===== src/rtl/smlod_pkg.sv =====
// smlod_pkg: shared constants, register indexes and sequencer state type
// for the smooth level-of-detail selector
// no dependencies
package smlod_pkg;

  localparam int MAX_LEVELS = 4;
  localparam int PAIR_COUNT = 3;
  localparam int EFF_MAX    = (MAX_LEVELS < PAIR_COUNT + 1) ? MAX_LEVELS : PAIR_COUNT + 1;

  localparam int LEVEL_W = 2;
  localparam int COUNT_W = 3;
  localparam int PAIR_W  = $clog2(PAIR_COUNT);
  localparam int DIST_W  = 24;
  localparam int TIME_W  = 16;
  localparam int RATE_W  = 16;
  localparam int PROD_W  = TIME_W + RATE_W;
  localparam int DEC_W   = PROD_W - 8;
  localparam int MIX_W   = 17;
  localparam int SWGT_W  = 18;

  localparam int CFG_INDEX_W = 4;
  localparam int CFG_DATA_W  = 24;

  localparam logic [MIX_W-1:0]  MIX_ONE = MIX_W'(65536);
  localparam logic [SWGT_W-1:0] MIX_TWO = SWGT_W'(131072);
  localparam logic [RATE_W-1:0] FADE_RATE_RESET = RATE_W'(256);

  // configuration register indexes
  localparam logic [CFG_INDEX_W-1:0] REG_LEVEL_COUNT = CFG_INDEX_W'(0);
  localparam logic [CFG_INDEX_W-1:0] REG_INNER_ONE   = CFG_INDEX_W'(1);
  localparam logic [CFG_INDEX_W-1:0] REG_OUTER_ONE   = CFG_INDEX_W'(2);
  localparam logic [CFG_INDEX_W-1:0] REG_INNER_TWO   = CFG_INDEX_W'(3);
  localparam logic [CFG_INDEX_W-1:0] REG_OUTER_TWO   = CFG_INDEX_W'(4);
  localparam logic [CFG_INDEX_W-1:0] REG_INNER_THREE = CFG_INDEX_W'(5);
  localparam logic [CFG_INDEX_W-1:0] REG_OUTER_THREE = CFG_INDEX_W'(6);
  localparam logic [CFG_INDEX_W-1:0] REG_FADE_RATE   = CFG_INDEX_W'(7);

  typedef enum logic [5:0] {
    ST_IDLE  = 6'b000001,
    ST_MUL   = 6'b000010,
    ST_FADE  = 6'b000100,
    ST_INNER = 6'b001000,
    ST_OUTER = 6'b010000,
    ST_DONE  = 6'b100000
  } state_t;

endpackage


===== src/rtl/smooth_lod_selector.sv =====
// smooth_lod_selector: level-of-detail choice with hysteresis and timed cross-fade
// one request at a time; a fade tick steps through multiply, compare/subtract and
// hand-off, a level walk tests the inner and, if needed, the outer threshold of each
// threshold pair through the shared 24-bit comparator, plus hand-off
// a new request is taken only after the hand-off of the last one, which waits for out_ready
// reset (rst, synchronous): state cleared, level_count 1, thresholds 0, fade_rate 1.0
module smooth_lod_selector (
  input  logic                                 clk,
  input  logic                                 rst,
  // configuration write channel
  input  logic                                 cfg_valid,
  output logic                                 cfg_ready,
  input  logic [smlod_pkg::CFG_INDEX_W-1:0]    cfg_index,
  input  logic [smlod_pkg::CFG_DATA_W-1:0]     cfg_data,
  // request channel
  input  logic                                 in_valid,
  output logic                                 in_ready,
  input  logic [smlod_pkg::DIST_W-1:0]         lod_distance,
  input  logic [smlod_pkg::TIME_W-1:0]         time_step,
  // result channel
  output logic                                 out_valid,
  input  logic                                 out_ready,
  output logic [smlod_pkg::LEVEL_W-1:0]        primary_level,
  output logic [smlod_pkg::LEVEL_W-1:0]        secondary_level,
  output logic                                 secondary_shown,
  output logic [smlod_pkg::MIX_W-1:0]          mix_factor,
  output logic [smlod_pkg::MIX_W-1:0]          primary_weight,
  output logic [smlod_pkg::SWGT_W-1:0]         secondary_weight
);

  // configuration registers
  logic [smlod_pkg::COUNT_W-1:0] level_count;
  logic [smlod_pkg::DIST_W-1:0]  inner_thr [smlod_pkg::PAIR_COUNT];
  logic [smlod_pkg::DIST_W-1:0]  outer_thr [smlod_pkg::PAIR_COUNT];
  logic [smlod_pkg::RATE_W-1:0]  fade_rate;

  // sequencer and working registers
  smlod_pkg::state_t             state, state_next;
  logic [smlod_pkg::COUNT_W-1:0] cnt;
  logic [smlod_pkg::PAIR_W-1:0]  walk_idx, walk_idx_next;
  logic [smlod_pkg::DIST_W-1:0]  req_dist;
  logic [smlod_pkg::TIME_W-1:0]  tstep;
  logic [smlod_pkg::PROD_W-1:0]  prod;

  // selector state
  logic [smlod_pkg::LEVEL_W-1:0] cur_level, cur_level_next;
  logic [smlod_pkg::LEVEL_W-1:0] old_level, old_level_next;
  logic [smlod_pkg::MIX_W-1:0]   mix, mix_next;
  logic                          old_visible, old_visible_next;

  // shared comparator
  logic [smlod_pkg::DIST_W-1:0]  cmp_a, cmp_b;
  logic                          cmp_lt;

  logic [smlod_pkg::COUNT_W-1:0] eff_count;
  logic [smlod_pkg::COUNT_W-1:0] band_lo, band_hi, cur_ext, last_level;
  logic [smlod_pkg::LEVEL_W-1:0] new_level;
  logic                          new_valid;
  logic                          out_free;
  logic                          in_fire;

  assign cfg_ready = 1'b1;
  assign in_ready  = (state == smlod_pkg::ST_IDLE);
  assign in_fire   = in_valid && in_ready;
  assign out_free  = !out_valid || out_ready;

  // level 0 acts as 1, anything above the pair limit saturates
  always_comb begin
    if (level_count == '0) begin
      eff_count = smlod_pkg::COUNT_W'(1);
    end else if (level_count > smlod_pkg::COUNT_W'(smlod_pkg::EFF_MAX)) begin
      eff_count = smlod_pkg::COUNT_W'(smlod_pkg::EFF_MAX);
    end else begin
      eff_count = level_count;
    end
  end

  // one comparator serves both the fade test and the threshold walk
  always_comb begin
    cmp_a = req_dist;
    cmp_b = inner_thr[walk_idx];
    case (state)
      smlod_pkg::ST_FADE: begin
        cmp_a = prod[smlod_pkg::PROD_W-1:8];
        cmp_b = smlod_pkg::DIST_W'(mix);
      end
      smlod_pkg::ST_OUTER: begin
        cmp_b = outer_thr[walk_idx];
      end
      default: begin
        cmp_b = inner_thr[walk_idx];
      end
    endcase
  end
  assign cmp_lt = cmp_a < cmp_b;

  // hysteresis band [i, i+1] around the current level
  assign band_lo    = smlod_pkg::COUNT_W'(walk_idx);
  assign band_hi    = band_lo + smlod_pkg::COUNT_W'(1);
  assign cur_ext    = smlod_pkg::COUNT_W'(cur_level);
  assign last_level = cnt - smlod_pkg::COUNT_W'(1);

  // sequencer
  always_comb begin
    state_next       = state;
    walk_idx_next    = walk_idx;
    cur_level_next   = cur_level;
    old_level_next   = old_level;
    mix_next         = mix;
    old_visible_next = old_visible;
    new_level        = cur_level;
    new_valid        = 1'b0;

    case (state)
      smlod_pkg::ST_IDLE: begin
        if (in_fire) begin
          walk_idx_next = '0;
          if (eff_count <= smlod_pkg::COUNT_W'(1)) begin
            state_next = smlod_pkg::ST_DONE;
          end else if (mix != '0) begin
            state_next = smlod_pkg::ST_MUL;
          end else begin
            state_next = smlod_pkg::ST_INNER;
          end
        end
      end
      smlod_pkg::ST_MUL: begin
        state_next = smlod_pkg::ST_FADE;
      end
      smlod_pkg::ST_FADE: begin
        // decrement at or past the remaining mix ends the fade
        if (!cmp_lt) begin
          mix_next         = '0;
          old_visible_next = 1'b0;
        end else begin
          mix_next = mix - prod[8 +: smlod_pkg::MIX_W];
        end
        state_next = smlod_pkg::ST_DONE;
      end
      smlod_pkg::ST_INNER: begin
        if (cmp_lt) begin
          new_level  = smlod_pkg::LEVEL_W'(band_lo);
          new_valid  = 1'b1;
          state_next = smlod_pkg::ST_DONE;
        end else begin
          state_next = smlod_pkg::ST_OUTER;
        end
      end
      smlod_pkg::ST_OUTER: begin
        if (cmp_lt) begin
          if (cur_ext < band_lo) begin
            new_level = smlod_pkg::LEVEL_W'(band_lo);
          end else if (cur_ext > band_hi) begin
            new_level = smlod_pkg::LEVEL_W'(band_hi);
          end else begin
            new_level = cur_level;
          end
          new_valid  = 1'b1;
          state_next = smlod_pkg::ST_DONE;
        end else if (band_hi + smlod_pkg::COUNT_W'(1) >= cnt) begin
          // beyond all thresholds in use
          new_level  = smlod_pkg::LEVEL_W'(last_level);
          new_valid  = 1'b1;
          state_next = smlod_pkg::ST_DONE;
        end else begin
          walk_idx_next = walk_idx + smlod_pkg::PAIR_W'(1);
          state_next    = smlod_pkg::ST_INNER;
        end
      end
      smlod_pkg::ST_DONE: begin
        if (out_free) begin
          state_next = smlod_pkg::ST_IDLE;
        end
      end
      default: begin
        state_next = smlod_pkg::ST_IDLE;
      end
    endcase

    // a level change starts a fade
    if (new_valid && new_level != cur_level) begin
      old_level_next   = cur_level;
      cur_level_next   = new_level;
      mix_next         = smlod_pkg::MIX_ONE;
      old_visible_next = 1'b1;
    end
  end

  // control state
  always_ff @(posedge clk) begin
    if (rst) begin
      state       <= smlod_pkg::ST_IDLE;
      walk_idx    <= '0;
      cur_level   <= '0;
      old_level   <= '0;
      mix         <= '0;
      old_visible <= 1'b0;
      out_valid   <= 1'b0;
    end else begin
      state       <= state_next;
      walk_idx    <= walk_idx_next;
      cur_level   <= cur_level_next;
      old_level   <= old_level_next;
      mix         <= mix_next;
      old_visible <= old_visible_next;
      if (state == smlod_pkg::ST_DONE && out_free) begin
        out_valid <= 1'b1;
      end else if (out_ready) begin
        out_valid <= 1'b0;
      end
    end
  end

  // configuration registers
  always_ff @(posedge clk) begin
    if (rst) begin
      level_count <= smlod_pkg::COUNT_W'(1);
      inner_thr   <= '{default: '0};
      outer_thr   <= '{default: '0};
      fade_rate   <= smlod_pkg::FADE_RATE_RESET;
    end else if (cfg_valid && cfg_ready) begin
      case (cfg_index)
        smlod_pkg::REG_LEVEL_COUNT: level_count  <= cfg_data[smlod_pkg::COUNT_W-1:0];
        smlod_pkg::REG_INNER_ONE:   inner_thr[0] <= cfg_data;
        smlod_pkg::REG_OUTER_ONE:   outer_thr[0] <= cfg_data;
        smlod_pkg::REG_INNER_TWO:   inner_thr[1] <= cfg_data;
        smlod_pkg::REG_OUTER_TWO:   outer_thr[1] <= cfg_data;
        smlod_pkg::REG_INNER_THREE: inner_thr[2] <= cfg_data;
        smlod_pkg::REG_OUTER_THREE: outer_thr[2] <= cfg_data;
        smlod_pkg::REG_FADE_RATE:   fade_rate    <= cfg_data[smlod_pkg::RATE_W-1:0];
        default: begin
        end
      endcase
    end
  end

  // request capture, product and result payload
  always_ff @(posedge clk) begin
    if (in_fire) begin
      req_dist <= lod_distance;
      tstep    <= time_step;
      cnt      <= eff_count;
    end
    if (state == smlod_pkg::ST_MUL) begin
      prod <= smlod_pkg::PROD_W'(tstep) * smlod_pkg::PROD_W'(fade_rate);
    end
    if (state == smlod_pkg::ST_DONE && out_free) begin
      primary_level    <= cur_level;
      secondary_level  <= old_level;
      secondary_shown  <= old_visible;
      mix_factor       <= mix;
      primary_weight   <= smlod_pkg::MIX_ONE - mix;
      secondary_weight <= smlod_pkg::MIX_TWO - smlod_pkg::SWGT_W'(mix);
    end
  end

  // mix never rises above 1.0
  assert property (@(posedge clk) disable iff (rst) mix <= smlod_pkg::MIX_ONE)
    else $error("mix above one");

  // the secondary level is shown exactly while a fade remains
  assert property (@(posedge clk) disable iff (rst) (mix != '0) == old_visible)
    else $error("secondary visibility out of step with mix");

  // the walk never looks past the last pair in use
  assert property (@(posedge clk) disable iff (rst)
    (state == smlod_pkg::ST_INNER || state == smlod_pkg::ST_OUTER) |->
      (smlod_pkg::COUNT_W'(walk_idx) + smlod_pkg::COUNT_W'(1) < cnt))
    else $error("walk index beyond level count");

  // an accepted request keeps the next one out in the cycle after it is taken
  assert property (@(posedge clk) disable iff (rst) in_fire |=> !in_ready)
    else $error("request taken while busy");

  // the primary weight always agrees with the reported mix while a result is valid
  assert property (@(posedge clk) disable iff (rst)
    out_valid |-> (smlod_pkg::SWGT_W'(primary_weight) + smlod_pkg::SWGT_W'(mix_factor)
                   == smlod_pkg::SWGT_W'(smlod_pkg::MIX_ONE)))
    else $error("primary weight does not match mix");

endmodule

===== config.mk =====
export PLATFORM = sky130hd
export DESIGN_NAME = smooth_lod_selector
export DESIGN_NICKNAME = d
export VERILOG_FILES = /design/src/rtl/smlod_pkg.sv /design/src/rtl/smooth_lod_selector.sv
export SDC_FILE = /design/constraint.sdc
export NUM_CORES = 1
export LEC_CHECK = 0
export BUFFER_PORTS_ARGS = -buffer_cell sky130_fd_sc_hd__buf_2
export CAP_MARGIN = 10
export CORE_ASPECT_RATIO = 0.8
export CORE_MARGIN = 2
export CORE_UTILIZATION = 67
export CTS_CLUSTER_SIZE = 30
export DETAILED_ROUTE_END_ITERATION = 7
export GPL_TIMING_DRIVEN = 1
export PLACE_DENSITY_LB_ADDON = 0.15
export SKIP_CTS_REPAIR_TIMING = 1
export SYNTH_ARGS = -nofsm -noshare
export SYNTH_HDL_FRONTEND = slang
export SYNTH_SLANG_ARGS = --single-unit
export TNS_END_PERCENT = 10

===== constraint.sdc =====
create_clock -name clk -period 19.8 [get_ports clk]
set_input_delay 0 -clock clk [delete_from_list [all_inputs] [get_ports clk]]
set_output_delay 0 -clock clk [all_outputs]
set_load 0.1 [all_outputs]

== After elaboration in Yosys (flattened, before gate mapping) ==
Index checks and enable logic that the tools add are counted.

* Add/sub/neg operators: 7
* $mul: 1
* $lt $le $gt $ge: 7
* Eq/ne operators: 19
* Mux-type cells: 40
* Bitwise gates (word level): 1
* Reductions and logical operators: 23

{| class="wikitable"
|+ Operator list
! operator !! count
|-
| two-way mux 24 bit || 5
|-
| binary-select mux 24 bit (select 2 bit) || 2
|-
| two-way mux 17 bit || 3
|-
| one-hot mux 24 bit (2 select lines) || 1
|-
| two-way mux 6 bit || 6
|-
| one-hot mux 6 bit (6 select lines) || 1
|-
| multiplier 16 x 16 -> 32 bit || 1
|-
| < comparator 24 bit || 1
|-
| AND reduction 2 bit || 10
|-
| subtractor 18 x 17 -> 18 bit (first input constant) || 1
|-
| nonzero test 17 bit || 1
|-
| subtractor 17 bit || 1
|-
| subtractor 17 bit (first input constant) || 1
|-
| == test 4 x 3 -> 1 bit (second input constant) || 4
|-
| two-way mux 2 bit || 8
|-
| == test 4 x 2 -> 1 bit (second input constant) || 2
|-
| two-way mux 1 bit || 8
|-
| one-hot mux 2 bit (2 select lines) || 2
|-
| == test 6 x 1 -> 1 bit (second input constant) || 1
|-
| == test 6 x 2 -> 1 bit (second input constant) || 1
|-
| == test 6 x 3 -> 1 bit (second input constant) || 1
|-
| == test 6 x 4 -> 1 bit (second input constant) || 1
|-
| == test 6 x 5 -> 1 bit (second input constant) || 1
|-
| == test 6 bit (second input constant) || 1
|-
| 26 further kinds || 34
|}

* Flip-flop bits (word level): 326
* Input bits: 73
* Logic and storage cells: 124

== Depth between registers and ports, before layout ==
* Word-level depth: 12
* Gate-level depth with buffers: 24
* Depth with buffers taken out: 23

== Worst setup path before layout ==
OpenSTA, ideal clock, no wires.

* Kind: reg-to-reg
* Start: register fade_rate[9] (netlist name)
* End: register prod[30] (netlist name) (data pin)
* Library setup time: 259 ps
* Data arrival time: 6063 ps
* Slack: 13479 ps
* Stages on the path, launching flop included: 25
* Clock period less this slack: 6321 ps
* Cell sequence: dfxtp_1 > clkbuf_1 > clkbuf_1 > nand2_1 > fa_1 > inv_1 > fa_1 > inv_1 > fa_1 > inv_1 > fa_1 > fa_1 > inv_1 > fa_1 > inv_1 > ha_1 > a21o_1 > a21oi_1 > nor2b_1 > nor2b_1 > a211o_1 > a21boi_0 > o311ai_0 > nand3b_1 > xor2_1

* Longest elaborated chain between the ends: 1

{| class="wikitable"
|+ RTL lines
! what !! line !! RTL
|-
| start, declared || smooth_lod_selector.sv:35 || <nowiki>logic [smlod_pkg::RATE_W-1:0] fade_rate;</nowiki>
|-
| start signal, assigned || smooth_lod_selector.sv:220 || <nowiki>fade_rate <= smlod_pkg::FADE_RATE_RESET;</nowiki>
|-
| start signal, assigned || smooth_lod_selector.sv:230 || <nowiki>smlod_pkg::REG_FADE_RATE: fade_rate <= cfg_data[smlod_pkg::RATE_W-1:0];</nowiki>
|-
| multiplier 16 x 16 -> 32 bit || smooth_lod_selector.sv:245 || <nowiki>prod <= smlod_pkg::PROD_W'(tstep) * smlod_pkg::PROD_W'(fade_rate);</nowiki>
|-
| end signal, assigned || smooth_lod_selector.sv:245 ||
|-
| end, declared || smooth_lod_selector.sv:43 || <nowiki>logic [smlod_pkg::PROD_W-1:0] prod;</nowiki>
|}

Every way passes these cells.
A chain may end at the register's enable or synchronous reset.

== Worst setup path in the final report ==
* Start: register fade_rate[9] (netlist name)
* End: register prod[31] (netlist name) (data pin)

Same word-level chain as after synthesis.

==> impl_metrics.env <==
export IMPL_critPathLaunchType="register"
export IMPL_dieArea_um2=34000
export IMPL_max_freq_mhz=140
export IMPL_violations="negative hold slack"
export IMPL_min_period_ps=7120
export IMPL_status="finished, violations left"
export IMPL_ys_warnings_count=0
export IMPL_relSlewSlack_pct=18.8
export IMPL_finalWirelength_mm=56.5
export IMPL_gp_congestion=0.913
export IMPL_num_vias=17541
export IMPL_syn_avg_cell_area_um2=8.98
export IMPL_grt_first_pass_wirelength_mm=89.1
export IMPL_die_width_um=206
export IMPL_grt_overflow=0
export IMPL_seq_area_frac_synth_pct=32.6
export IMPL_synth_cell_types=77
export IMPL_clock_sinks=301
export IMPL_r2r_start="fade_rate[9]$_SDFFE_PP0P_"
export IMPL_io_buffer_count=131
export IMPL_cts_htree_levels=1
export IMPL_hold_ws_ps=-36.3
export IMPL_cp_data_required_time_ps=20210
export IMPL_hp_class="in -> reg"
export IMPL_holdPathEnd="level_count[1]$_SDFFE_PP0P_"
export IMPL_finClkSkew_ps=30.7
export IMPL_grt_max_degree=102
export IMPL_async_flop_share_pct=0
export IMPL_wire_per_inst_um=18.9
export IMPL_fin_cells=2984
export IMPL_first_pass_iters=6
export IMPL_rows=59
export IMPL_critPathArrivalTime_ps=7530
export IMPL_final_util_pct=75.1
export IMPL_dr_first_iter_drc_count=1721
export IMPL_synth_area_um2=21800
export IMPL_rsz0062_at_grt="no"
export IMPL_finalNetCount=2953
export IMPL_finalCritPeriodShare_pct=36.0
export IMPL_die_h_um=165
export IMPL_cap_violations=0
export IMPL_start_util_pct=67.5
export IMPL_hp_start="cfg_index[0]"
export IMPL_synth_edf_count=107
export IMPL_leakagePower_nw=10.4
export IMPL_ys_ff_latch=301
export IMPL_setup_viol=0
export IMPL_worst_pin_slew_ps=1220
export IMPL_syn_nets=2844
export IMPL_drive_gt1_share_pct=9.00
export IMPL_clk_latency_ps=600
export IMPL_vdd_drop_max_v=0.0000660
export IMPL_track_usage_pct=33.8
export IMPL_synthCells=2426
export IMPL_reg2reg_slack_ps=12680
export IMPL_dp_hpwl_mm=40.0
export IMPL_crit_fanout=17
export IMPL_ios=133
export IMPL_p_per_area_nw_per_um2=58.6
export IMPL_drc=0
export IMPL_clkTransAtPathRegs_ps=60
export IMPL_cts_buffers=30
export IMPL_cts_tree="built"
export IMPL_r2r_end="prod[31]$_DFFE_PP_"
export IMPL_grt_pass1_vias=16934
export IMPL_grt_antenna_before_repair=1
export IMPL_ant_nets=0
export IMPL_rr_worst_depth=22
export IMPL_dpl_cell_count=2859
export IMPL_whs_path_depth=4
export IMPL_cts_buffer_depth=3
export IMPL_syn_to_final_growth_pct=11.3
export IMPL_vias_per_cell=5.88
export IMPL_synthFlopType="dfxtp_1"
export IMPL_finalMaxSlewViolations=0
export IMPL_coreArea_um2=32300
export IMPL_hold_viol_final=2
export IMPL_crit_type="reg -> reg"
export IMPL_end_kind="register"
export IMPL_setup_tns_ps=0
export IMPL_root_buffer="clkbuf_16"
[sequential cells by signal, summed over array words and instances (netlist names), 2 cells and up]
signal and flops:
inner_thr 72, outer_thr 72, prod 24, req_dist 24, mix 17, mix_factor 17, fade_rate 16, primary_weight 16
tstep 16, state 6, cnt 3, level_count 3, cur_level 2, old_level 2, primary_level 2, secondary_level 2
secondary_weight 2, walk_idx 2
[power by group]
part / internal [mW] / leakage [nW] / switching [mW] / total, mW
combinational: 0.0635 / 7.39 / 0.108 / 0.171
clock: 0.327 / 0.492 / 0.250 / 0.578
sequential: 0.655 / 2.53 / 0.0178 / 0.672
[critical path: stages (launching register included)]
cell and delay (ps):
dfxtp_1 770, nand2_1 170, fa_1 560, inv_1 50, fa_1 510, inv_1 50
fa_1 470, inv_1 60, fa_1 500, fa_1 550, inv_1 60, fa_1 520
inv_1 40, ha_1 330, a21o_1 130, a21oi_1 70, nor2b_1 140, a21o_1 180
a211o_1 280, a21boi_0 630, o311ai_0 350, and3_1 250, a311oi_1 250
[worst max path at each step]
stage                              start                  to  slack [ps]  cells after the start
3_5_place_dp   fade_rate[9]$_SDFFE_PP0P_  prod[31]$_DFFE_PP_       12790                     22
2_1_floorplan  fade_rate[9]$_SDFFE_PP0P_  prod[30]$_DFFE_PP_       13480                     24
6_report       fade_rate[9]$_SDFFE_PP0P_  prod[31]$_DFFE_PP_       12680                     22
5_1_grt        fade_rate[8]$_SDFFE_PP1P_  prod[31]$_DFFE_PP_       12180                     22
3_3_place_gp          tstep[5]$_DFFE_PP_  prod[31]$_DFFE_PP_       13000                     21
4_1_cts        fade_rate[9]$_SDFFE_PP0P_  prod[31]$_DFFE_PP_       12750                     22
[metrics by stage]
step / hold WS (ps) / setup WS, ps / power (mW) / cell area [um^2]
5_1_grt: 11.7 / 12180 / 1.47 / 24200
2_1_floorplan: 98.9 / 13480 / 0.794 / 21800
4_1_cts: -441 / 12750 / 1.41 / 23500
3_5_place_dp: 178 / 12790 / 0.843 / 22500
6_report: -36.3 / 12680 / 1.42 / 24200
3_3_place_gp: 176 / 13000 / 0.838 / 22500
[cells in the mapped netlist (5+ instances only)]
library cell / number / area (um^2)
nor2b_1: 9 / 56.3
nor2_1: 84 / 315
mux2_2: 12 / 135
a211o_1: 5 / 43.8
clkbuf_1: 120 / 450
a31oi_1: 8 / 50.1
inv_1: 266 / 998
o22ai_1: 18 / 113
nand4_1: 6 / 37.5
a22oi_1: 18 / 135
nor4_1: 10 / 62.6
and2_1: 119 / 744
o21ai_0: 39 / 195
edfxtp_1: 107 / 3210
a21o_1: 19 / 143
a211oi_1: 6 / 45.0
a21oi_1: 238 / 1190
or3_1: 7 / 43.8
xnor2_1: 30 / 263
fa_1: 194 / 3880
o21a_1: 9 / 67.6
nand2b_1: 8 / 50.1
nand3b_1: 11 / 82.6
xor2_1: 21 / 184
nand2_1: 539 / 2020
and3_1: 5 / 31.3
buf_4: 18 / 135
nand3_1: 19 / 95.1
dfxtp_1: 194 / 3880
mux2i_1: 43 / 430
ha_1: 151 / 1890
nor3_1: 13 / 65.1
a311oi_1: 5 / 43.8
[routing by layer]
metal / wire length [um] / GRT usage [%] / up-vias / share of wire [%]
met5: 0 / 0 / - / 0
met4: 1740 / 11.9 / 0 / 3.1
met3: 5500 / 5.65 / 126 / 9.7
met2: 26000 / 54.0 / 858 / 46
met1: 23300 / 46.9 / 8434 / 41
li1: - / - / 8123 / -
[final cells by class]
class                           instances  area, um^2
Antenna cell                            1        2.50
Multi-Input combinational cell       1714       13100
Fill cell                            2303        8020
Timing Repair Buffer                  221        1530
Tap cell                              427         534
Sequential cell                       301        7100
Clock buffer                           39         846
Clock inverter                         14         150
Inverter                              267        1000
[layout by cell type, fill, tap and decap left out, types with 31 or more instances in the layout]
cell type and count:
o21ai_0 39, edfxtp_1 107, dlygate4sd3_1 70, nor2_1 84
and2_1 119, inv_1 265, clkbuf_16 31, dfxtp_1 193
nand2_1 539, buf_2 130, mux2i_1 43, a21oi_1 238
fa_1 194, ha_1 151
[cell families (layout without fill, tap and decap cells)]
logic type	count (synthesis)	count (layout)	synth area share (%)
xor gates and xnor gates	51	51	2.05
muxes	55	55	2.60
and+or+nand+nor	851	851	17.5
AOI/OAI and AO/OA	411	411	11.3
buffers and inverters	411	541	7.46
DFF	301	301	32.6
adders and majority gates	345	345	26.5
other	1	2	0.0172
(Power assumes the default switching activity.)
